File: src/hw/rtl/assert_macros.svh
`ifndef ASSERT_MACROS_SVH
`define ASSERT_MACROS_SVH

// property checked on every clock edge outside reset
`define RYC_ASSERT(name, prop, msg) \
	name: assert property (@(posedge clk) disable iff (!arst_n) (prop)) else $error(msg);

// consequent checked in the clock after the antecedent
`define RYC_ASSERT_NEXT(name, ante, cons, msg) \
	name: assert property (@(posedge clk) disable iff (!arst_n) (ante) |=> (cons)) else $error(msg);

`endif

File: src/hw/rtl/ryc_pkg.sv
`default_nettype none

package ryc_pkg;

	// one 24-bit pixel, packed red<<16 | green<<8 | blue
	typedef struct packed {
		logic [7:0] r;
		logic [7:0] g;
		logic [7:0] b;
	} ryc_pix_t;

	typedef struct packed {
		logic [7:0] first_red;
		logic [7:0] first_green;
		logic [7:0] first_blue;
		logic [7:0] second_red;
		logic [7:0] second_green;
		logic [7:0] second_blue;
	} ryc_in_t;

	typedef struct packed {
		logic [7:0] first_luma;
		logic [7:0] blue_chroma;
		logic [7:0] second_luma;
		logic [7:0] red_chroma;
	} ryc_out_t;

	// per-pixel results of one lane
	typedef struct packed {
		logic [7:0] luma;
		logic [7:0] cb;
		logic [7:0] cr;
	} ryc_lane_t;

	// stage advance enables handed to the lanes
	typedef struct packed {
		logic s2;
		logic s3;
		logic s4;
	} ryc_adv_t;

	// configuration register indexes
	localparam int REG_IDX_W = 2;
	localparam int CFG_W     = 24;
	localparam logic [REG_IDX_W-1:0] REG_KEY_ENABLE    = 2'd0;
	localparam logic [REG_IDX_W-1:0] REG_KEY_COLOUR    = 2'd1;
	localparam logic [REG_IDX_W-1:0] REG_REPLACE_COLOUR = 2'd2;

	localparam logic [CFG_W-1:0] KEY_COLOUR_RST     = 24'hFF00FF;
	localparam logic [CFG_W-1:0] REPLACE_COLOUR_RST = 24'h000000;

	// luma: (299 r + 587 g + 114 b) / 1000, numerator below 2^18
	localparam int YP_W = 18;
	localparam logic [YP_W-1:0] Y_R = 18'd299;
	localparam logic [YP_W-1:0] Y_G = 18'd587;
	localparam logic [YP_W-1:0] Y_B = 18'd114;
	localparam int Y_SHIFT   = 28;
	localparam int Y_RECIP_W = 19;
	// ceil(2^28 / 1000)
	localparam logic [Y_RECIP_W-1:0] Y_RECIP = 19'd268436;
	localparam int YM_W = YP_W + Y_RECIP_W;

	// chroma: numerators stay in 50000 .. 25550000, below 2^25
	localparam int CP_W = 24;
	localparam int CN_W = 25;
	localparam logic [CP_W-1:0] CB_R   = 24'd16874;
	localparam logic [CP_W-1:0] CB_G   = 24'd33126;
	localparam logic [CP_W-1:0] C_HALF = 24'd50000;
	localparam logic [CP_W-1:0] CR_G   = 24'd41869;
	localparam logic [CP_W-1:0] CR_B   = 24'd8131;
	localparam logic [CN_W-1:0] C_OFFSET = 25'd12800000;
	localparam int C_SHIFT   = 42;
	localparam int C_RECIP_W = 26;
	// ceil(2^42 / 100000)
	localparam logic [C_RECIP_W-1:0] C_RECIP = 26'd43980466;
	localparam int CM_W = CN_W + C_RECIP_W;

endpackage

`default_nettype wire

File: src/hw/rtl/ryc_merge.sv
`default_nettype none

module ryc_merge
	import ryc_pkg::*;
(
	input  wire logic      clk,
	input  wire logic      en,
	input  wire ryc_lane_t lane_a,
	input  wire ryc_lane_t lane_b,
	output ryc_out_t       out_q
);

	logic [8:0] cb_sum;
	logic [8:0] cr_sum;

	assign cb_sum = {1'b0, lane_a.cb} + {1'b0, lane_b.cb};
	assign cr_sum = {1'b0, lane_a.cr} + {1'b0, lane_b.cr};

	always_ff @(posedge clk) begin
		if (en) begin
			out_q.first_luma  <= lane_a.luma;
			out_q.blue_chroma <= cb_sum[8:1];
			out_q.second_luma <= lane_b.luma;
			out_q.red_chroma  <= cr_sum[8:1];
		end
	end

endmodule

`default_nettype wire

File: config.mk
export PLATFORM = sky130hd
export DESIGN_NAME = ryc_merge
export DESIGN_NICKNAME = d
export VERILOG_FILES = /design/src/hw/rtl/assert_macros.svh /design/src/hw/rtl/ryc_pkg.sv /design/src/hw/rtl/ryc_merge.sv
export SDC_FILE = /design/constraint.sdc
export NUM_CORES = 1
export LEC_CHECK = 0
export ABC_AREA = 1
export BUFFER_PORTS_ARGS = -buffer_cell sky130_fd_sc_hd__buf_4
export CAP_MARGIN = 20
export CORE_ASPECT_RATIO = 1.4
export CORE_UTILIZATION = 40
export CTS_BUF_LIST = sky130_fd_sc_hd__clkbuf_8
export CTS_CLUSTER_DIAMETER = 50
export DETAILED_ROUTE_END_ITERATION = 8
export PLACE_DENSITY = 0.77
export SLEW_MARGIN = 10
export SYNTH_ARGS = -nofsm -noshare
export SYNTH_HDL_FRONTEND = slang
export SYNTH_SLANG_ARGS = --single-unit
File: constraint.sdc
create_clock -name clk -period 1.36 [get_ports clk]
set_input_delay 0.068 -clock clk [delete_from_list [all_inputs] [get_ports clk]]
set_output_delay 0.068 -clock clk [all_outputs]
set_load 0.1 [all_outputs]
Yosys cells after proc, flatten, opt, wreduce, memory -nomap -nowiden. Index checks and enable logic that the tools add are counted.

Bits in registers: 32.

Add/sub/neg operators: 2.

Operators by type and width (count): 8-bit by 8-bit adder with 9-bit output (2).

Depth between registers and ports, before layout.
Word-level depth: 1. Gate-level depth with buffers: 9. Gate-level depth less buffers: 9.

Worst setup path after synthesis. OpenSTA, ideal clock, no wires.

Path kind: in2reg. From: input lane_a[8] in the netlist's numbering. To: register out_q[23] in the netlist's numbering, data pin. Slack: 0.120 ns. Path buffers: 0. Cell stages on the path: 9. Arrival: 0.985 ns. Library setup time: 0.254 ns. Path through: nand2_1 > clkinv_4 > fa_1 > nand3_1 > nand2_1 > nand2_1 > nand2_1 > nand2_1 > nand2_1.

Word-level cells in the longest chain between the ends: 1.

RTL lines: start: declaration (line ryc_merge.sv:8) `input wire ryc_lane_t lane_a,`; 8-bit by 8-bit adder with 9-bit output (line ryc_merge.sv:16) `assign cb_sum = {1'b0, lane_a.cb} + {1'b0, lane_b.cb};`; via cb_sum[8] (line ryc_merge.sv:13) `logic [8:0] cb_sum;`; end: declaration (line ryc_merge.sv:10) `output ryc_out_t out_q`.

The timed path passes the listed nets, and every way through them passes these cells. A chain may end at the register's enable or synchronous reset.

Worst setup path in the final report.
From: input lane_a[8] in the netlist's numbering. To: register out_q[21] in the netlist's numbering, data pin.

Same word-level chain as after synthesis.

==> impl_results.md <==
* Worst slack at placement at -0.0864 ns
* Ys Warns at 0
* Clk slew on worst S/H paths at 0.06 ns
* Die area at 4360 sq um
* Final-stage net count at 323
* WL/cell at 10.8 um
* Core Area at 3920 sq um
* Layout cell share with drive strength beyond 1 at 0.380
* Total global routing track utilization at 0.154
* Initial antenna violation count at 0
* Max reg flops at 32
* Post-route clock period utilization at 0.845
* HP Class: in -> reg
* RSZ-0062 raised after global routing: false
* Critical path class: in -> reg
* Post-synthesis cell area at 1640 sq um
* Cell at the root of the clock tree: clkbuf_8
* Pwr Density at 1290 nW/um^2
* Cells after Synth at 152
* Grt total ovfl at 0
* Post-synth EDFFs at 32
* Post-Route Utilization at 0.651
* CTS buffer count at 5
* Fin crit period at 1.15 ns
* Endpoints failing hold at 0
* Synth area leaders: edfxtp_1, nand2_1, ha_1, inv_1, xor2_1
* WHS at 0.159 ns
* Crit-path cells: buf_4 > nand2_1 > clkinv_4 > fa_1 > nand3_1 > nand2_1 > nand2_1 > nand2_1 > nand2_1 > nand2_1
* Worst EP arrival at 1.18 ns
* Synth top area share at 0.587
* Syn nets at 218
* Drt drc at 0
* Slew HR at 0.743
* Dpl hpwl at 2.40 mm
* Rows at 27
* Diode count at 0
* Clk sinks at 32
* Largest area contributor in the netlist: edfxtp_1
* Count leader, synth: nand2_1
* DRT iter0 DRCs at 35
* Biggest register: out_q
* Global-route wire length before repair at 5.25 mm
* DR vias/cell at 4.47
* Pin count of the biggest net entering global routing at 33
* CP endpoint kind: flip-flop
* Post-synth top cells: nand2_1, edfxtp_1, inv_1
* Bufs on Longest Clock Path at 2
* Crit-path max cell delay at 0.39 ns
* Leakage at 1.29 nW
* Yosys reg bits at 32
* Sequential element share of the synthesized area at 0.587
* Synth Flop Type: edfxtp_1
* Count of cell types in the netlist at 14
* Die H at 77.7 um
* Compound-cell area share of the yosys netlist at 0.0328
* ANT nets after route at 0
* Synth Area in XOR/XNOR at 0.0321
* Largest family of logic cells by synthesized area: simple AND/OR/NAND/NOR gates
* Post-Synth Simple-Gate Area at 0.159
* First-pass DRT Iterations at 4
* Maximum VDD drop at 0.914 mV
* Starting Density at 0.418
* Slowest stage cell, crit path: fa_1
* Final setup fails at 0
* Max-slew violation count at 0
* Worst EP required at 1.39 ns
* Gpl congestion at 0.808
* Top delay family on crit path: simple AND/OR/NAND/NOR gates
* FILL cells at 320
* Hold path depth at 2
* Via count at 1344
* Setup TNS at 0 ns
* Final wirelength at 3.24 mm
* Die W at 56.1 um
* Postcts setup bufs at 0
* Startpoint types: primary input
* Port Buffer Count at 81
* Post-synthesis mux area share at 0
* Hold Path End: out_q[16]
* Max-cap violations at 0
* Status: finished clean
* Crit path max fanout at 2
* Post-synth ARST share at 0
* Final worst slack at 0.210 ns
* TritonCTS clock tree: built
* Register area at 961 sq um
* Post-synthesis adder-cell area fraction at 0.131
* FMAX at 0.870 GHz
* Largest registers: out_q: 32 flops
* Number of global-route vias before repair at 1256
* IO Count at 82
* Launch point of the worst hold path: lane_b[9]
* Multi-input gate area in the final layout at 582 sq um
* Most frequent CP cell: nand2_1
* Area growth syn-to-layout at 55.7%
* Worst slew pin tran at 0.386 ns
* WP buf/inv at 2
* Synth Area per Inst at 10.8 sq um
* CTS H-Tree Depth at 2
-- report_power, final --
group / internal, mW / switching, mW / total [mW] / leakage (nW)
clock network: 0.346 / 0.313 / 0.659 / 0.0453
logic: 0.359 / 1.03 / 1.38 / 0.931
registers: 1.22 / 0.0306 / 1.25 / 0.313
-- cell families after synthesis --
family	after synthesis
AND/OR/NAND/NOR	64
flip-flops	32
buffers and inverters	24
adder cells (fa/ha/maj)	16
AO/OA/AOI/OAI	10
XOR/XNOR	6
-- worst max-delay path by stage --
stage | cells past startpoint | slack [ns] | to | start
finish | 10 | 0.21 | out_q[21] | lane_a[8]
CTS | 10 | 0.20 | out_q[21] | lane_a[8]
floorplan | 9 | 0.12 | out_q[23] | lane_a[8]
global route | 10 | 0.13 | out_q[21] | lane_a[8]
global placement | 10 | -0.04 | out_q[23] | lane_a[8]
detailed placement | 10 | -0.09 | out_q[21] | lane_a[8]
-- layout by cell type, fill, tap and decap left out, drive strengths merged --
master / instances
a21oi: 10
buf: 82
clkbuf: 5
clkinv: 5
dlygate4sd3: 16
edfxtp: 32
fa: 2
ha: 14
inv: 22
nand2: 54
nand3: 8
nor2: 2
xor2: 6
-- routing by layer --
layer  global-route usage  routed length (um)
met1                0.174                1280
met2                0.281                1740
met3               0.0300                 183
met4               0.0585                  39
met5                    0                   0
-- area by class of cell --
| type | instances | area share |
|---|---|---|
| Sequential cell | 32 | 0.377 |
| Timing Repair Buffer | 98 | 0.304 |
| Multi-Input combinational cell | 96 | 0.228 |
| Inverter | 24 | 0.0373 |
| Clock buffer | 5 | 0.0270 |
| Tap cell | 43 | 0.0211 |
| Clock inverter | 3 | 0.00540 |
-- per-stage QoR --
step	instance area, sq um	power, mW	std cells
global placement	2310	2.60	277
global route	2550	3.45	301
CTS	2550	3.32	301
floorplan	1640	2.28	152
finish	2550	3.30	301
detailed placement	2310	2.62	277
-- repair_timing --
action                    CTS  global route
hold buffers               16             0
resized for setup           0             0
hold endpoints to repair   16             0
Power figures use the tool's default switching activity.
