[src/hw/rtl/assert_macros.svh]
`ifndef ASSERT_MACROS_SVH
`define ASSERT_MACROS_SVH

// property checked on every clock edge outside reset
`define RYC_ASSERT(name, prop, msg) \
	name: assert property (@(posedge clk) disable iff (!arst_n) (prop)) else $error(msg);

// consequent checked in the clock after the antecedent
`define RYC_ASSERT_NEXT(name, ante, cons, msg) \
	name: assert property (@(posedge clk) disable iff (!arst_n) (ante) |=> (cons)) else $error(msg);

`endif

[src/hw/rtl/ryc_pkg.sv]
`default_nettype none

package ryc_pkg;

	// one 24-bit pixel, packed red<<16 | green<<8 | blue
	typedef struct packed {
		logic [7:0] r;
		logic [7:0] g;
		logic [7:0] b;
	} ryc_pix_t;

	typedef struct packed {
		logic [7:0] first_red;
		logic [7:0] first_green;
		logic [7:0] first_blue;
		logic [7:0] second_red;
		logic [7:0] second_green;
		logic [7:0] second_blue;
	} ryc_in_t;

	typedef struct packed {
		logic [7:0] first_luma;
		logic [7:0] blue_chroma;
		logic [7:0] second_luma;
		logic [7:0] red_chroma;
	} ryc_out_t;

	// per-pixel results of one lane
	typedef struct packed {
		logic [7:0] luma;
		logic [7:0] cb;
		logic [7:0] cr;
	} ryc_lane_t;

	// stage advance enables handed to the lanes
	typedef struct packed {
		logic s2;
		logic s3;
		logic s4;
	} ryc_adv_t;

	// configuration register indexes
	localparam int REG_IDX_W = 2;
	localparam int CFG_W     = 24;
	localparam logic [REG_IDX_W-1:0] REG_KEY_ENABLE    = 2'd0;
	localparam logic [REG_IDX_W-1:0] REG_KEY_COLOUR    = 2'd1;
	localparam logic [REG_IDX_W-1:0] REG_REPLACE_COLOUR = 2'd2;

	localparam logic [CFG_W-1:0] KEY_COLOUR_RST     = 24'hFF00FF;
	localparam logic [CFG_W-1:0] REPLACE_COLOUR_RST = 24'h000000;

	// luma: (299 r + 587 g + 114 b) / 1000, numerator below 2^18
	localparam int YP_W = 18;
	localparam logic [YP_W-1:0] Y_R = 18'd299;
	localparam logic [YP_W-1:0] Y_G = 18'd587;
	localparam logic [YP_W-1:0] Y_B = 18'd114;
	localparam int Y_SHIFT   = 28;
	localparam int Y_RECIP_W = 19;
	// ceil(2^28 / 1000)
	localparam logic [Y_RECIP_W-1:0] Y_RECIP = 19'd268436;
	localparam int YM_W = YP_W + Y_RECIP_W;

	// chroma: numerators stay in 50000 .. 25550000, below 2^25
	localparam int CP_W = 24;
	localparam int CN_W = 25;
	localparam logic [CP_W-1:0] CB_R   = 24'd16874;
	localparam logic [CP_W-1:0] CB_G   = 24'd33126;
	localparam logic [CP_W-1:0] C_HALF = 24'd50000;
	localparam logic [CP_W-1:0] CR_G   = 24'd41869;
	localparam logic [CP_W-1:0] CR_B   = 24'd8131;
	localparam logic [CN_W-1:0] C_OFFSET = 25'd12800000;
	localparam int C_SHIFT   = 42;
	localparam int C_RECIP_W = 26;
	// ceil(2^42 / 100000)
	localparam logic [C_RECIP_W-1:0] C_RECIP = 26'd43980466;
	localparam int CM_W = CN_W + C_RECIP_W;

endpackage

`default_nettype wire

[src/hw/rtl/ryc_lane.sv]
`default_nettype none

module ryc_lane
	import ryc_pkg::*;
(
	input  wire logic     clk,
	input  wire ryc_adv_t adv,
	input  wire ryc_pix_t pix,
	output ryc_lane_t     res
);

	logic [YP_W-1:0] yr_s2, yg_s2, yb_s2;
	logic [CP_W-1:0] cbr_s2, cbg_s2, cbb_s2;
	logic [CP_W-1:0] crr_s2, crg_s2, crb_s2;
	logic [YP_W-1:0] y_num_s3;
	logic [CN_W-1:0] cb_num_s3;
	logic [CN_W-1:0] cr_num_s3;
	logic [YM_W-1:0] y_prod_s4;
	logic [CM_W-1:0] cb_prod_s4;
	logic [CM_W-1:0] cr_prod_s4;

	// constant-weight products
	always_ff @(posedge clk) begin
		if (adv.s2) begin
			yr_s2  <= YP_W'(pix.r) * Y_R;
			yg_s2  <= YP_W'(pix.g) * Y_G;
			yb_s2  <= YP_W'(pix.b) * Y_B;
			cbr_s2 <= CP_W'(pix.r) * CB_R;
			cbg_s2 <= CP_W'(pix.g) * CB_G;
			cbb_s2 <= CP_W'(pix.b) * C_HALF;
			crr_s2 <= CP_W'(pix.r) * C_HALF;
			crg_s2 <= CP_W'(pix.g) * CR_G;
			crb_s2 <= CP_W'(pix.b) * CR_B;
		end
	end

	// numerators are never negative, so modular arithmetic is exact
	always_ff @(posedge clk) begin
		if (adv.s3) begin
			y_num_s3  <= yr_s2 + yg_s2 + yb_s2;
			cb_num_s3 <= CN_W'(cbb_s2) + C_OFFSET - CN_W'(cbr_s2) - CN_W'(cbg_s2);
			cr_num_s3 <= CN_W'(crr_s2) + C_OFFSET - CN_W'(crg_s2) - CN_W'(crb_s2);
		end
	end

	// divide by constant through reciprocal multiply
	always_ff @(posedge clk) begin
		if (adv.s4) begin
			y_prod_s4  <= YM_W'(y_num_s3) * YM_W'(Y_RECIP);
			cb_prod_s4 <= CM_W'(cb_num_s3) * CM_W'(C_RECIP);
			cr_prod_s4 <= CM_W'(cr_num_s3) * CM_W'(C_RECIP);
		end
	end

	assign res.luma = y_prod_s4[Y_SHIFT +: 8];
	assign res.cb   = cb_prod_s4[C_SHIFT +: 8];
	assign res.cr   = cr_prod_s4[C_SHIFT +: 8];

endmodule

`default_nettype wire

[config.mk]
export PLATFORM = sky130hd
export DESIGN_NAME = ryc_lane
export DESIGN_NICKNAME = d
export VERILOG_FILES = /design/src/hw/rtl/assert_macros.svh /design/src/hw/rtl/ryc_pkg.sv /design/src/hw/rtl/ryc_lane.sv
export SDC_FILE = /design/constraint.sdc
export NUM_CORES = 2
export LEC_CHECK = 0
export BUFFER_PORTS_ARGS = -buffer_cell sky130_fd_sc_hd__buf_2
export CAP_MARGIN = 10
export CORE_MARGIN = 8
export CORE_UTILIZATION = 45
export CTS_CLUSTER_SIZE = 14
export DETAILED_ROUTE_END_ITERATION = 8
export RECOVER_POWER = 100
export SLEW_MARGIN = 20
export SYNTH_ARGS = -nofsm -noshare
export SYNTH_HDL_FRONTEND = slang
export SYNTH_SLANG_ARGS = --single-unit
[constraint.sdc]
create_clock -name clk -period 14.64 [get_ports clk]
set_input_delay 2.196 -clock clk [delete_from_list [all_inputs] [get_ports clk]]
set_output_delay 2.196 -clock clk [all_outputs]
set_load 0.01 [all_outputs]
-- Word-level counts from Yosys, hierarchy flattened
Cells that the tools add are included.
- output and inout port bits: 24
- register bits after elaboration: 379
- word-level logic and storage cells: 35
- multiply operators: 12
- add/subtract/negate cells: 8
- operator list (kind ; count):
    25-bit by 25-bit multiplier with 49-bit output, second input constant ; 2
    24-bit by 24-bit adder with 25-bit output, second input constant ; 2
    25-bit by 24-bit subtractor with 25-bit output ; 2
    8-bit by 12-bit multiplier with 20-bit output, second input constant ; 2
    18-bit by 17-bit multiplier with 34-bit output, second input constant ; 1
    25-bit by 21-bit subtractor with 25-bit output ; 1
    25-bit by 23-bit subtractor with 25-bit output ; 1
    8-bit by 16-bit multiplier with 24-bit output, second input constant ; 1
    8-bit by 15-bit multiplier with 23-bit output, second input constant ; 1
    8-bit by 14-bit multiplier with 22-bit output, second input constant ; 1
    8-bit by 13-bit multiplier with 21-bit output, second input constant ; 1
    17-bit by 18-bit adder with 18-bit output ; 1
    18-bit by 15-bit adder with 18-bit output ; 1
    8-bit by 10-bit multiplier with 18-bit output, second input constant ; 1
    8-bit by 9-bit multiplier with 17-bit output, second input constant ; 1
    8-bit by 6-bit multiplier with 14-bit output, second input constant ; 1

-- Logic depth before layout (Yosys ltp)
- depth after elaboration: 3
- depth in mapped cells: 22

-- Worst setup path before layout
OpenSTA, ideal clock, no wires.
- path type: register to register
- start point: register cr_num_s3[12]
- end point: register cr_prod_s4[42] (data pin)
- arrival: 6.065 ns
- setup slack: 8.305 ns
- library setup time: 0.270 ns
- clock period less this slack: 6.335 ns
- cell stages (with the launch flop): 21
- path through: edfxtp_1 > ha_1 > fa_1 > inv_1 > fa_1 > inv_1 > fa_1 > fa_1 > inv_1 > fa_1 > fa_1 > inv_1 > ha_1 > a21o_1 > a21o_1 > a2111oi_0 > o22ai_1 > a211oi_1 > o32ai_1 > a2111oi_0 > nor3b_1
- cells in the longest elaborated chain, start to end: 1
- RTL lines (item ; RTL line ; text):
    from (decl) ; ryc_lane.sv:17 ; logic [CN_W-1:0] cr_num_s3;
    from (signal assigned) ; ryc_lane.sv:42 ; cr_num_s3 <= CN_W'(crr_s2) + C_OFFSET - CN_W'(crg_s2) - CN_W'(crb_s2);
    25-bit by 25-bit multiplier with 49-bit output ; ryc_lane.sv:51 ; cr_prod_s4 <= CM_W'(cr_num_s3) * CM_W'(C_RECIP);
    to (signal assigned) ; ryc_lane.sv:51 ;
    to (decl) ; ryc_lane.sv:20 ; logic [CM_W-1:0] cr_prod_s4;
No other way between the ends.
A chain may end at the register's enable or synchronous reset.

-- Worst setup path in the final report
- start point: input port adv[2] (netlist name)
- end point: register crr_s2[18] (enable)
- RTL lines (item ; RTL line ; text):
    from (decl) ; ryc_lane.sv:7 ; input wire ryc_adv_t adv,
    to (signal assigned) ; ryc_lane.sv:31 ; crr_s2 <= CP_W'(pix.r) * C_HALF;
    to (decl) ; ryc_lane.sv:14 ; logic [CP_W-1:0] crr_s2, crg_s2, crb_s2;
No word-level cell between the ends.

==> impl_results.md <==
- Grt met1 use: 26.3%
- CP Launch Type: input port
- Final global-route overflow total: 0
- Global-route met3 utilization: 2.22%
- CP max stage delay: 3.34 ns
- Average cell area after synthesis: 10.5 um2
- CP Buf/Inv Count: 2
- DP Area: 0.0521 mm2
- Async S/R FF share, synth: 0%
- Clk buf depth: 3
- Cell chain of the critical path: clkbuf_1 > clkbuf_1
- Std cell rows: 122
- Worst-skew pair later-pin latency: 0.57 ns
- Area Growth Syn to Fin: 6.50%
- Fin crit share: 59.0%
- Initial DRC Count: 1691
- Hold/Removal Path Class: flop to flop
- Commonest non-fill, non-tap cell in the layout: inv_1
- Net count after synthesis: 6701
- Synth Register Bits: 255
- Starting Density: 45.3%
- Cell variety after synth: 79
- Largest net degree at the start of global routing: 88
- Mapped Cells: 4765
- WL final: 114000 um
- Most Used Layer, Global Route: met2
- CTS tree: yes
- RePlAce Congestion: 0.897
- # IOs: 52
- Area contributors post-synth: ha_1, fa_1, edfxtp_1
- Final instance area: 0.0533 mm2
- CP Data Arrival Time: 8.69 ns
- DPL Wire Length: 98300 um
- Residual DRC count: 0
- Vias post-DR: 32091
- Relative slew slack: -226%
- Share of cells above drive strength 1: 2.16%
- Clk root buf: clkbuf_16
- Top cell type's share of synthesized area: 29.6%
- Number of inserted diodes: 0
- Total track usage: 18.9%
- WP data required: 14.70 ns
- Max Cap Violations: 4
- Number of failing hold endpoints at the final stage: 0
- Post-synth top area cell: ha_1
- Fmax achieved: 0.116 GHz
- Top cell family by delay on the critical path: buffers and inverters
- Post-synth top flop: edfxtp_1
- Most used cell along the critical path: clkbuf_1
- Post-DRT Antenna Nets: 0
- Routed WL per cell: 17.9 um
- Num CTS Buffers: 35
- Failing checks: capacitance limit, slew limit
- Met2 Use GR: 31.2%
- PortBufs: 51
- Setup bufs post-CTS: 0
- Core box area: 0.111 mm2
- Setup tns final: 0 ns
- Number of H-tree levels: 2
- Die Ht: 349 um
- Global-route wire length before repair: 182000 um
- Clock Skew: 0.0405 ns
- Cts repair resizes: 0
- Status: complete, but fails checks
- Initial antenna violation count: 5
- Cts hold-fix bufs: 0
- Die area: 0.122 mm2
- FILL cells: 10372
- Vias in the first global route: 33786
- Fin. max-slew vios: 256
- Actual slew at the worst max-slew pin: 4.89 ns
- Netlist Area Pre-Place: 0.0500 mm2
- Fin crit period: 8.63 ns
- First drt pass iteration count: 5
- Setup violations, final: 0
- Via density: 5.05
- RSZ-0062 raised after global routing: false
- CP Capture Type: flop
- CTS sink count: 255
- Synth warn: 0
- Post-synth EDFFs: 255
- Final #Nets: 6781
- Commonest cells after routing, fill and taps aside: inv_1, ha_1, fa_1
- CP Class: input port to flop
- Seq/Total Area, Yosys: 15.3%
- Clock-pin transition on the worst setup and hold timing paths: 0.07 ns
- Chip Width: 349 um
- Worst Path Max Fanout: 87
- Slowest-stage cell, CP: clkbuf_1
-- worst paths after layout --
kind | endpoint | depth (start not counted) | slack, ns | startpoint
hold reg to reg | y_num_s3[0] | 1 | 0.68 | yg_s2[0]
setup reg to reg | cb_prod_s4[49] | 20 | 7.44 | cb_num_s3[9]
setup / recovery | crr_s2[18] | 2 | 6.01 | adv[2]
hold / removal | y_num_s3[0] | 1 | 0.68 | yg_s2[0]
-- Yosys cell counts (all sizes together) (25+ instances only) --
library cell,count
nand2,79
and3,28
xor2,51
nor2,129
nand4,25
o21bai,28
edfxtp,255
a21o,96
a211oi,32
fa,724
nand3,60
inv,1317
nor2b,26
nor3,49
xnor2,142
a21oi,164
ha,1184
or3,25
o21ai,92
-- sequential cells by signal (all words and copies together), names as in the netlist --
signal / cells
cbb_s2: 19
cr_prod_s4: 8
crb_s2: 21
yg_s2: 18
yb_s2: 12
crr_s2: 20
cr_num_s3: 25
y_num_s3: 18
y_prod_s4: 8
cbr_s2: 16
crg_s2: 23
yr_s2: 16
cb_prod_s4: 8
cb_num_s3: 23
cbg_s2: 20
-- cells by family after synthesis --
family,Yosys count,share of synthesized area [%]
adder cells (fa/ha/maj),1908,58.6
buffers and inverters,1330,9.99
AO/OA/AOI/OAI,576,7.61
AND/OR/NAND/NOR,499,5.06
flip-flops,255,15.3
XOR/XNOR,193,3.38
multiplexers,4,0.0825
-- metal layers --
metal | part of all wire, % | up-vias
li1 | - | 15773
met1 | 47 | 15717
met2 | 46 | 455
met3 | 3.4 | 144
met4 | 3.1 | 2
met5 | 0.017 | -
-- metrics by stage --
stage	hold WS, ns	setup WS [ns]	std cells	util, %
global route	0.692	5.32	6358	48.2
finish	0.680	6.01	6358	48.2
CTS	0.688	7.55	6358	48.3
floorplan	0.560	8.31	4765	-
global placement	0.672	7.62	6296	47.2
detailed placement	0.686	7.56	6296	47.2
-- layout make-up --
type	count	area [um2]	share of cell area [%]
clock buffers	39	891	1.67
clock inverters	23	324	0.608
inverters	1317	4940	9.28
multi-input cells	3180	37400	70.1
flip-flops and latches	255	7660	14.4
well taps	1488	1860	3.49
repair buffers	56	241	0.453
Power is left out: the tool's default activity adds up to more than one toggle a clock period on the data nets, which glitch-free logic cannot reach.
