$ cat src/hw/rtl/assert_macros.svh
`ifndef ASSERT_MACROS_SVH
`define ASSERT_MACROS_SVH

// property checked on every clock edge outside reset
`define RYC_ASSERT(name, prop, msg) \
	name: assert property (@(posedge clk) disable iff (!arst_n) (prop)) else $error(msg);

// consequent checked in the clock after the antecedent
`define RYC_ASSERT_NEXT(name, ante, cons, msg) \
	name: assert property (@(posedge clk) disable iff (!arst_n) (ante) |=> (cons)) else $error(msg);

`endif

$ cat src/hw/rtl/ryc_pkg.sv
`default_nettype none

package ryc_pkg;

	// one 24-bit pixel, packed red<<16 | green<<8 | blue
	typedef struct packed {
		logic [7:0] r;
		logic [7:0] g;
		logic [7:0] b;
	} ryc_pix_t;

	typedef struct packed {
		logic [7:0] first_red;
		logic [7:0] first_green;
		logic [7:0] first_blue;
		logic [7:0] second_red;
		logic [7:0] second_green;
		logic [7:0] second_blue;
	} ryc_in_t;

	typedef struct packed {
		logic [7:0] first_luma;
		logic [7:0] blue_chroma;
		logic [7:0] second_luma;
		logic [7:0] red_chroma;
	} ryc_out_t;

	// per-pixel results of one lane
	typedef struct packed {
		logic [7:0] luma;
		logic [7:0] cb;
		logic [7:0] cr;
	} ryc_lane_t;

	// stage advance enables handed to the lanes
	typedef struct packed {
		logic s2;
		logic s3;
		logic s4;
	} ryc_adv_t;

	// configuration register indexes
	localparam int REG_IDX_W = 2;
	localparam int CFG_W     = 24;
	localparam logic [REG_IDX_W-1:0] REG_KEY_ENABLE    = 2'd0;
	localparam logic [REG_IDX_W-1:0] REG_KEY_COLOUR    = 2'd1;
	localparam logic [REG_IDX_W-1:0] REG_REPLACE_COLOUR = 2'd2;

	localparam logic [CFG_W-1:0] KEY_COLOUR_RST     = 24'hFF00FF;
	localparam logic [CFG_W-1:0] REPLACE_COLOUR_RST = 24'h000000;

	// luma: (299 r + 587 g + 114 b) / 1000, numerator below 2^18
	localparam int YP_W = 18;
	localparam logic [YP_W-1:0] Y_R = 18'd299;
	localparam logic [YP_W-1:0] Y_G = 18'd587;
	localparam logic [YP_W-1:0] Y_B = 18'd114;
	localparam int Y_SHIFT   = 28;
	localparam int Y_RECIP_W = 19;
	// ceil(2^28 / 1000)
	localparam logic [Y_RECIP_W-1:0] Y_RECIP = 19'd268436;
	localparam int YM_W = YP_W + Y_RECIP_W;

	// chroma: numerators stay in 50000 .. 25550000, below 2^25
	localparam int CP_W = 24;
	localparam int CN_W = 25;
	localparam logic [CP_W-1:0] CB_R   = 24'd16874;
	localparam logic [CP_W-1:0] CB_G   = 24'd33126;
	localparam logic [CP_W-1:0] C_HALF = 24'd50000;
	localparam logic [CP_W-1:0] CR_G   = 24'd41869;
	localparam logic [CP_W-1:0] CR_B   = 24'd8131;
	localparam logic [CN_W-1:0] C_OFFSET = 25'd12800000;
	localparam int C_SHIFT   = 42;
	localparam int C_RECIP_W = 26;
	// ceil(2^42 / 100000)
	localparam logic [C_RECIP_W-1:0] C_RECIP = 26'd43980466;
	localparam int CM_W = CN_W + C_RECIP_W;

endpackage

`default_nettype wire

$ cat src/hw/rtl/ryc_key.sv
`default_nettype none
`include "assert_macros.svh"

module ryc_key
	import ryc_pkg::*;
(
	input  wire logic             clk,
	input  wire logic             arst_n,
	input  wire logic             en,
	input  wire logic             key_enable,
	input  wire logic [CFG_W-1:0] key_colour,
	input  wire logic [CFG_W-1:0] replacement_colour,
	input  wire ryc_pix_t         pix_in_a,
	input  wire ryc_pix_t         pix_in_b,
	output ryc_pix_t              pix_a_s1,
	output ryc_pix_t              pix_b_s1
);

	logic     hit_a;
	logic     hit_b;
	ryc_pix_t pix_a;
	ryc_pix_t pix_b;

	assign hit_a = key_enable && (pix_in_a == key_colour);
	assign hit_b = key_enable && (pix_in_b == key_colour);

	// only a lone key pixel is swapped
	always_comb begin
		pix_a = pix_in_a;
		pix_b = pix_in_b;
		if (hit_a && !hit_b) begin
			pix_a = replacement_colour;
		end else if (hit_b && !hit_a) begin
			pix_b = replacement_colour;
		end
	end

	always_ff @(posedge clk) begin
		if (en) begin
			pix_a_s1 <= pix_a;
			pix_b_s1 <= pix_b;
		end
	end

	`RYC_ASSERT_NEXT(a_key_off_pass, en && !key_enable, pix_a_s1 == $past(pix_in_a) && pix_b_s1 == $past(pix_in_b), "pixels altered with key replacement off")

endmodule

`default_nettype wire

$ cat config.mk
export PLATFORM = sky130hd
export DESIGN_NAME = ryc_key
export DESIGN_NICKNAME = d
export VERILOG_FILES = /design/src/hw/rtl/ryc_pkg.sv /design/src/hw/rtl/ryc_key.sv
export VERILOG_INCLUDE_DIRS = /design/src /design/src/hw/rtl
export SDC_FILE = /design/constraint.sdc
export NUM_CORES = 1
export LEC_CHECK = 0
export ABC_AREA = 0
export BUFFER_PORTS_ARGS = -buffer_cell sky130_fd_sc_hd__buf_2
export CORE_MARGIN = 2
export CORE_UTILIZATION = 25
export CTS_CLUSTER_SIZE = 28
export DETAILED_ROUTE_END_ITERATION = 8
export GPL_TIMING_DRIVEN = 0
export PLACE_DENSITY_LB_ADDON = 0.2
export SYNTH_ARGS = -nofsm -noshare
export SYNTH_HDL_FRONTEND = slang
export SYNTH_SLANG_ARGS = --single-unit
$ cat constraint.sdc
create_clock -name clk -period 3.3 [get_ports clk]
set_input_delay 0.495 -clock clk [delete_from_list [all_inputs] [get_ports clk]]
set_output_delay 0.495 -clock clk [all_outputs]
set_load 0.03 [all_outputs]
; ---- Yosys cells after proc, flatten, opt, wreduce, memory -nomap -nowiden
; Index checks and enable logic that the tools add are counted.
[totals]
register_bits = 48
out_inout_bits = 48
word_cells = 17
[classes]
n_eq_ne = 2
mux = 3
reduce_logical = 6
[ops]
columns = operator, count
row1 = two-way mux 24 bit, 3
row2 = equality test 24 bit, 2
row3 = logical AND 1 bit, 4
row4 = logical NOT 1 bit, 2

; ---- Logic depth before layout (Yosys ltp)
; Gate-level depths: netlist (run 1).
[logic_depth]
depth_word = 6
depth_mapped = 7

; ---- Worst setup path after synthesis (run 1)
; No wires, ideal clock.
[synth_path]
kind = input to register
start = input key_colour[12]
end = register pix_a_s1[10] (netlist name) (data pin)
setup_time_ps = 260
t_arrival_ps = 1977
slack_ps = 1063
path_stages = 7
cell_sequence = xor2_1 > nor4_1 > nand3_1 > nor4_4 > nand2_2 > buf_6 > mux2_4
[synth_lines]
columns = element, line
row1 = start: declaration, ryc_key.sv:11  ; input wire logic [CFG_W-1:0] key_colour,
row2 = end signal: assignment, ryc_key.sv:40  ; pix_a_s1 <= pix_a;
row3 = end: declaration, ryc_key.sv:15  ; output ryc_pix_t pix_a_s1,

==> results.toml, run 1 <==
[routing]
vias_per_cell = 4.20
drt_iter0_drc = 47
drtPass1Iterations = 4
wl_per_cell_microns = 16.2
routed-via-count = 1924
drc = 0
routed_wl_microns = 7440
ant_nets = 0

[final_layout]
num-fill-cells = 1045
drive_above_1_share = 0.645
area_delta_synth_final_pct = 36.9
utilization = 0.352
nets = 421

[power]
powerDensity_mw_per_mm2 = 390
leakagePower_nw = 1.60
irDropWorstVdd_v = 0.000136

[yosys]
yosys.area.top_type = "edfxtp_1"
syn_nets = 268
async_flop_share = 0
netlist_top_cells_count = "edfxtp_1 (48), mux2_2 (28), xor2_1 (27)"
synth_top_area_frac = 0.543
synth_cell_type_count = 14
yosysMostFrequentCell = "edfxtp_1"
synth-seq-area-share = 0.543
synth_flop_cell = "edfxtp_1"
synth_edf_count = 48
synth_area_per_cell_sq_um = 15.8
synth.top_cells.by_area = "edfxtp_1 (54%), mux2_2 (12%), mux2_4 (11%)"
ys_ff_latch = 48
netlist_area_sq_mm = 0.00266
syn_inst = 168
yosysWarningCount = 0

[cts]
htree_num_levels = 2
hold_buffers = 0
cts-resized-gates = 0
clk_path_buf_depth = 2
cts_buffers = 5
cts_num_sinks = 48
clk_pin_slew_ns = 0.10
cts_tree = "done"
root_buffer = "clkbuf_8"
postCtsSetupRepairBufs = 0

[global_route]
antenna_found_initial = 0
grt_start_max_net_pins = 49
grt-ovfl-total = 0
track_usage = 0.128
grt_pass1_vias = 2015
grt_pass1_wl_microns = 10800

[floorplanning]
ioPinCount = 148
dieArea_sq_mm = 0.0115
initial_utilization = 0.257
core_sq_mm = 0.0103
die_x_microns = 107
rows = 37
fp.dieH_microns = 107

[timing]
hold_ws_ns = 0.503
max_freq_ghz = 0.425
final_max_slew_viol_count = 0
maxSlewHeadroom = 0.195
setup_tns_ns = 0
min_period_over_period = 0.714
rsz0062_at_grt = "no"
worst_pin_slew_ns = 1.21
finalHoldViolCount = 0
setup_viol = 0
period_needed_ns = 2.35

[setup_path]
crit_path_start_kind = "primary input"
cp_top_family = "simple AND/OR/NAND/NOR gates"
cp_num_buf_inv = 2
worstPathArrival_ns = 2.41
critical_path_class = "primary input to flop"
slowest_stage = "nor4_1"
cp_max_fo = 10
critical_path.cell_chain = "buf_2 -> xor2_1 -> nor4_1 -> and3_1 -> nand4_1 -> nor2_2 -> buf_6 -> mux2_2"
crit_required_ns = 3.35
cpPeakStageDelay_ns = 0.37
endpoint_kind = "flop"

[placement]
portBuffers = 146
dp_hpwl_microns = 5870
gp_congestion = 0.717

[outcome]
status = "complete, no violations"

[min_path]
hold_class = "primary input to flop"

[flow_run]
maxCapViolCount = 0
placed cells by master (no fill, tap or decap):
cell type	count
nor4_4	1
buf_6	4
nand3_1	3
clkbuf_8	5
and3_1	1
mux2_4	20
clkinv_2	1
nand2_2	1
buf_2	146
edfxtp_1	48
clkbuf_1	1
nor4_1	6
nor3_1	2
nand4_1	5
xor2_1	27
xnor2_1	21
diode_2	1
nor2_2	1
mux2_2	28
sequential cells by signal, indices dropped and copies added, names as in the netlist:
register  count
pix_b_s1     24
pix_a_s1     24
cells by family after synthesis:
family	after synthesis	synth area share
DFF	48	0.543
buffers and inverters	4	0.0170
muxes	48	0.232
and+or+nand+nor	20	0.0504
xor gates and xnor gates	48	0.158
layer usage:
layer | GRT usage | wire, microns | part of all wire
met1 | 0.164 | 3210 | 0.43
met3 | 0.0450 | 656 | 0.088
met5 | 0 | 0 | 0
met4 | 0.0288 | 29 | 0.0039
met2 | 0.207 | 3550 | 0.48
where the power goes:
| part | total (mW) | internal [mW] | switching (mW) |
|---|---|---|---|
| clock network | 0.347 | 0.145 | 0.202 |
| registers | 0.734 | 0.724 | 0.00996 |
| logic | 0.338 | 0.134 | 0.204 |
| total | 1.42 | 1.00 | 0.416 |
cell type report:
| type | instances | area (sq um) | area share |
|---|---|---|---|
| Sequential cell | 48 | 1440 | 0.396 |
| Multi-Input combinational cell | 116 | 1170 | 0.322 |
| Timing Repair Buffer | 146 | 731 | 0.201 |
| Tap cell | 136 | 170 | 0.0468 |
| Clock buffer | 6 | 72.6 | 0.0200 |
| Buffer | 4 | 45.0 | 0.0124 |
| Clock inverter | 1 | 5.00 | 0.00138 |
| Antenna cell | 1 | 2.50 | 0.000688 |
final timing paths:
kind | from | to | slack [ns] | cells past startpoint
worst max-delay path | key_colour[3] | pix_b_s1[14] | 0.95 | 8
worst min-delay path | replacement_colour[10] | pix_a_s1[10] | 0.50 | 2
through the flow:
stage | area [sq um] | std cells | worst slack, ns | power (mW)
global route | 3630 | 457 | 0.700 | 1.49
detailed placement | 3560 | 450 | 0.500 | 1.09
finish | 3640 | 458 | 0.945 | 1.42
global placement | 3560 | 450 | 0.534 | 1.09
floorplan | 2660 | 168 | 1.06 | 0.931
CTS | 3630 | 457 | 0.835 | 1.45
Power figures use the tool's default switching activity.
==> inputs of run 2 (changes only) <==
Clock period 3.3 ns to 2.4 ns, I/O delays scaled along.
==> results.toml, run 2 (same netlist as run 1, synthesis figures left out) <==
[cts]
clk_path_buf_depth = 2
htree_num_levels = 2
cts_buffers = 5
cts-resized-gates = 0
clk_pin_slew_ns = 0.10
root_buffer = "clkbuf_8"
hold_buffers = 0
cts_tree = "done"
cts_num_sinks = 48
postCtsSetupRepairBufs = 0

[routing]
drc = 0
ant_nets = 0
routed-via-count = 1927
routed_wl_microns = 7440
drt_iter0_drc = 48
drtPass1Iterations = 4
wl_per_cell_microns = 16.2
vias_per_cell = 4.21

[floorplanning]
core_sq_mm = 0.0103
fp.dieH_microns = 107
rows = 37
initial_utilization = 0.257
die_x_microns = 107
dieArea_sq_mm = 0.0115
ioPinCount = 148

[setup_path]
worstPathArrival_ns = 2.27
endpoint_kind = "flop"
critPathLaunch = "key_colour[12]"
cp_top_family = "simple AND/OR/NAND/NOR gates"
critical_path_class = "primary input to flop"
cp_num_buf_inv = 2
cpPeakStageDelay_ns = 0.38
cp_max_fo = 10
path_depth = 8
slowest_stage = "nor4_4"
crit_end = "pix_a_s1[21]"
crit_path_start_kind = "primary input"
critical_path.cell_chain = "buf_2 -> xor2_1 -> nor4_2 -> nand3_1 -> nor4_4 -> nand2_2 -> buf_6 -> mux2_4"
crit_required_ns = 2.45

[final_layout]
area_delta_synth_final_pct = 37.4
drive_above_1_share = 0.648
reg.largest.list = "pix_a_s1: 24 flops, pix_b_s1: 24 flops"
nets = 421
utilization = 0.353
layout_commonest_cell = "buf_2"
layout_common_cells = "buf_2 (146), edfxtp_1 (48), mux2_2 (28), xor2_1 (27), xnor2_1 (21)"

[timing]
period_needed_ns = 2.22
finalHoldViolCount = 0
maxSlewHeadroom = 0.195
worst_pin_slew_ns = 1.21
setup_tns_ns = 0
setup_viol = 0
final_max_slew_viol_count = 0
min_period_over_period = 0.925
rsz0062_at_grt = "no"
max_freq_ghz = 0.450

[placement]
gp_congestion = 0.717
portBuffers = 146
dp_hpwl_microns = 5870

[power]
irDropWorstVdd_v = 0.000186
leakagePower_nw = 1.60
powerDensity_mw_per_mm2 = 535
power_mw = 1.95

[global_route]
antenna_found_initial = 0
grt_pass1_wl_microns = 10800
grt_start_max_net_pins = 49
grt_pass1_vias = 2015
track_usage = 0.128
grt-ovfl-total = 0

[min_path]
min-delay-start = "replacement_colour[10]"
hold_path_depth = 2
hold_class = "primary input to flop"

[outcome]
status = "complete, no violations"

[flow_run]
maxCapViolCount = 0
## run 2: cell counts in the layout (fill, tap and decap cells not counted)
No cell type changed its count.
## run 2: metrics by stage
step	worst slack (ns)	instances	area (sq um)	hold slack (ns)
floorplan	0.298	168	2660	0.472
global placement	-0.231	450	3560	0.676
detailed placement	-0.265	450	3560	0.676
CTS	0.0698	457	3630	0.355
global route	0.0174	457	3650	0.350
finish	0.180	458	3650	0.368
## run 2: area by class of cell
class | count | area, sq um
fillers | 1044 | 6680
clock buffers | 6 | 72.6
flip-flops and latches | 48 | 1440
plain buffers | 4 | 45.0
multi-input cells | 116 | 1180
well taps | 136 | 170
diodes | 1 | 2.50
repair buffers | 146 | 731
clock inverters | 1 | 5.00
## run 2: worst min-delay path by stage
stage | endpoint | slack (ns)
final | pix_a_s1[10] | 0.37
after global routing | pix_a_s1[19] | 0.35
after floorplan | pix_a_s1[0] | 0.47
after CTS | pix_a_s1[3] | 0.36
after detailed placement | pix_a_s1[3] | 0.68
after global placement | pix_a_s1[3] | 0.68
## run 2: power breakdown
| group | switching [mW] | internal, mW | total [mW] |
|---|---|---|---|
| Clock | 0.277 | 0.199 | 0.477 |
| Sequential | 0.0137 | 0.995 | 1.01 |
| Combinational | 0.282 | 0.185 | 0.467 |
## run 2: per-layer routing
layer	up-vias	share of wire	GRT usage
li1	936	-	-
met1	901	0.43	0.164
met2	88	0.48	0.207
met3	2	0.088	0.0450
met4	0	0.0039	0.0288
met5	-	0	0
==> inputs of run 3 (changes only) <==
Settings changed: CORE_ASPECT_RATIO set to 1.75.
==> results.toml, run 3 (same netlist as run 1, synthesis figures left out) <==
[outcome]
status = "complete, no violations"

[routing]
ant_nets = 0
wl_per_cell_microns = 17.3
routed-via-count = 1937
drc = 0
routed_wl_microns = 7780
vias_per_cell = 4.31
drtPass1Iterations = 4
drt_iter0_drc = 28

[cts]
clk_path_buf_depth = 2
cts_num_sinks = 48
cts-resized-gates = 0
cts_buffers = 5
clk_pin_slew_ns = 0.07
postCtsSetupRepairBufs = 0
hold_buffers = 0
htree_num_levels = 2
root_buffer = "clkbuf_16"
cts_tree = "done"

[placement]
dp.cells = 441
gp_congestion = 0.749
portBuffers = 146
dp_hpwl_microns = 6320

[timing]
rsz0062_at_grt = "no"
max_freq_ghz = 0.444
maxSlewHeadroom = 0.232
min_period_over_period = 0.938
setup_viol = 0
period_needed_ns = 2.25
finalHoldViolCount = 0
worst_pin_slew_ns = 1.15
final_max_slew_viol_count = 0

[floorplanning]
ioPinCount = 148
die_x_microns = 81.9
initial_utilization = 0.258
rows = 49
fp.dieH_microns = 140
dieArea_sq_mm = 0.0115
core_sq_mm = 0.0103

[power]
power_mw = 2.19
powerDensity_mw_per_mm2 = 593
leakagePower_nw = 1.62
irDropWorstVdd_v = 0.000285

[final_layout]
area_delta_synth_final_pct = 39.3
layout_common_cells = "buf_2 (146), edfxtp_1 (48), mux2_2 (28), xor2_1 (27), xnor2_1 (21)"
layout_commonest_cell = "buf_2"
stdcell_count = 449
drive_above_1_share = 0.649
nets = 421
reg.largest.list = "pix_a_s1: 24 flops, pix_b_s1: 24 flops"
antenna_cells = 0

[global_route]
grt_start_max_net_pins = 49
grt_pass1_wl_microns = 11400
track_usage = 0.138
grt-ovfl-total = 0
antenna_found_initial = 0
grt_pass1_vias = 2116

[setup_path]
cp_top_family = "simple AND/OR/NAND/NOR gates"
cp_max_fo = 10
crit_required_ns = 2.45
path_depth = 8
endpoint_kind = "flop"
critical_path.cell_chain = "buf_2 -> xor2_1 -> nor4_1 -> and3_1 -> nand4_1 -> nor2_4 -> buf_6 -> mux2_2"
critical_path_class = "primary input to flop"
cp_num_buf_inv = 2
cpPeakStageDelay_ns = 0.41
crit_path_start_kind = "primary input"
slowest_stage = "nor4_1"
worstPathArrival_ns = 2.30

[min_path]
hold_path_depth = 2
min-delay-start = "replacement_colour[15]"
whs_endpoint = "pix_a_s1[15]"
hold_class = "primary input to flop"

[flow_run]
maxCapViolCount = 0
## run 3: changes by cell type in the layout (fill, tap and decap cells not counted), sizes merged
cell / delta
clkbuf: -1
clkinvlp: +2
diode: -1
## run 3: area by class of cell
type                    count  area (sq um)
flip-flops and latches     48          1440
well taps                 127           159
multi-input cells         116          1170
repair buffers            146           731
clock inverters             3          23.8
plain buffers               4          45.0
fillers                  1072          6600
clock buffers               5           125
## run 3: how the worst max path moves through the flow
stage	from	slack, ns	to
final	key_colour[3]	0.15	pix_b_s1[13]
after global routing	key_colour[3]	0.004	pix_b_s1[10]
after CTS	key_colour[3]	0.06	pix_b_s1[15]
after detailed placement	key_colour[3]	-0.25	pix_b_s1[22]
after global placement	key_colour[3]	-0.26	pix_b_s1[15]
after floorplan	key_colour[12]	0.30	pix_a_s1[10]
## run 3: metal layers
metal | global-route usage | share of wire
met5 | 0 | 0
met4 | 0.0579 | 0.026
met2 | 0.261 | 0.57
met3 | 0.0245 | 0.062
met1 | 0.140 | 0.34
## run 3: power breakdown
| part | internal, mW | switching (mW) | leakage (nW) |
|---|---|---|---|
| registers | 0.996 | 0.0135 | 0.470 |
| logic | 0.184 | 0.281 | 1.09 |
| clock network | 0.388 | 0.329 | 0.0660 |
| total | 1.57 | 0.624 | 1.62 |
## run 3: through the flow
| stage | util | hold WS [ns] | setup TNS, ns | worst slack, ns | area (sq um) |
|---|---|---|---|---|---|
| floorplan | - | 0.472 | 0 | 0.298 | 2660 |
| global route | 0.359 | 0.376 | 0 | 0.00370 | 3700 |
| detailed placement | 0.344 | 0.678 | -7.21 | -0.255 | 3550 |
| finish | 0.359 | 0.378 | 0 | 0.150 | 3700 |
| global placement | 0.344 | 0.674 | -7.32 | -0.263 | 3550 |
| CTS | 0.359 | 0.369 | 0 | 0.0589 | 3690 |
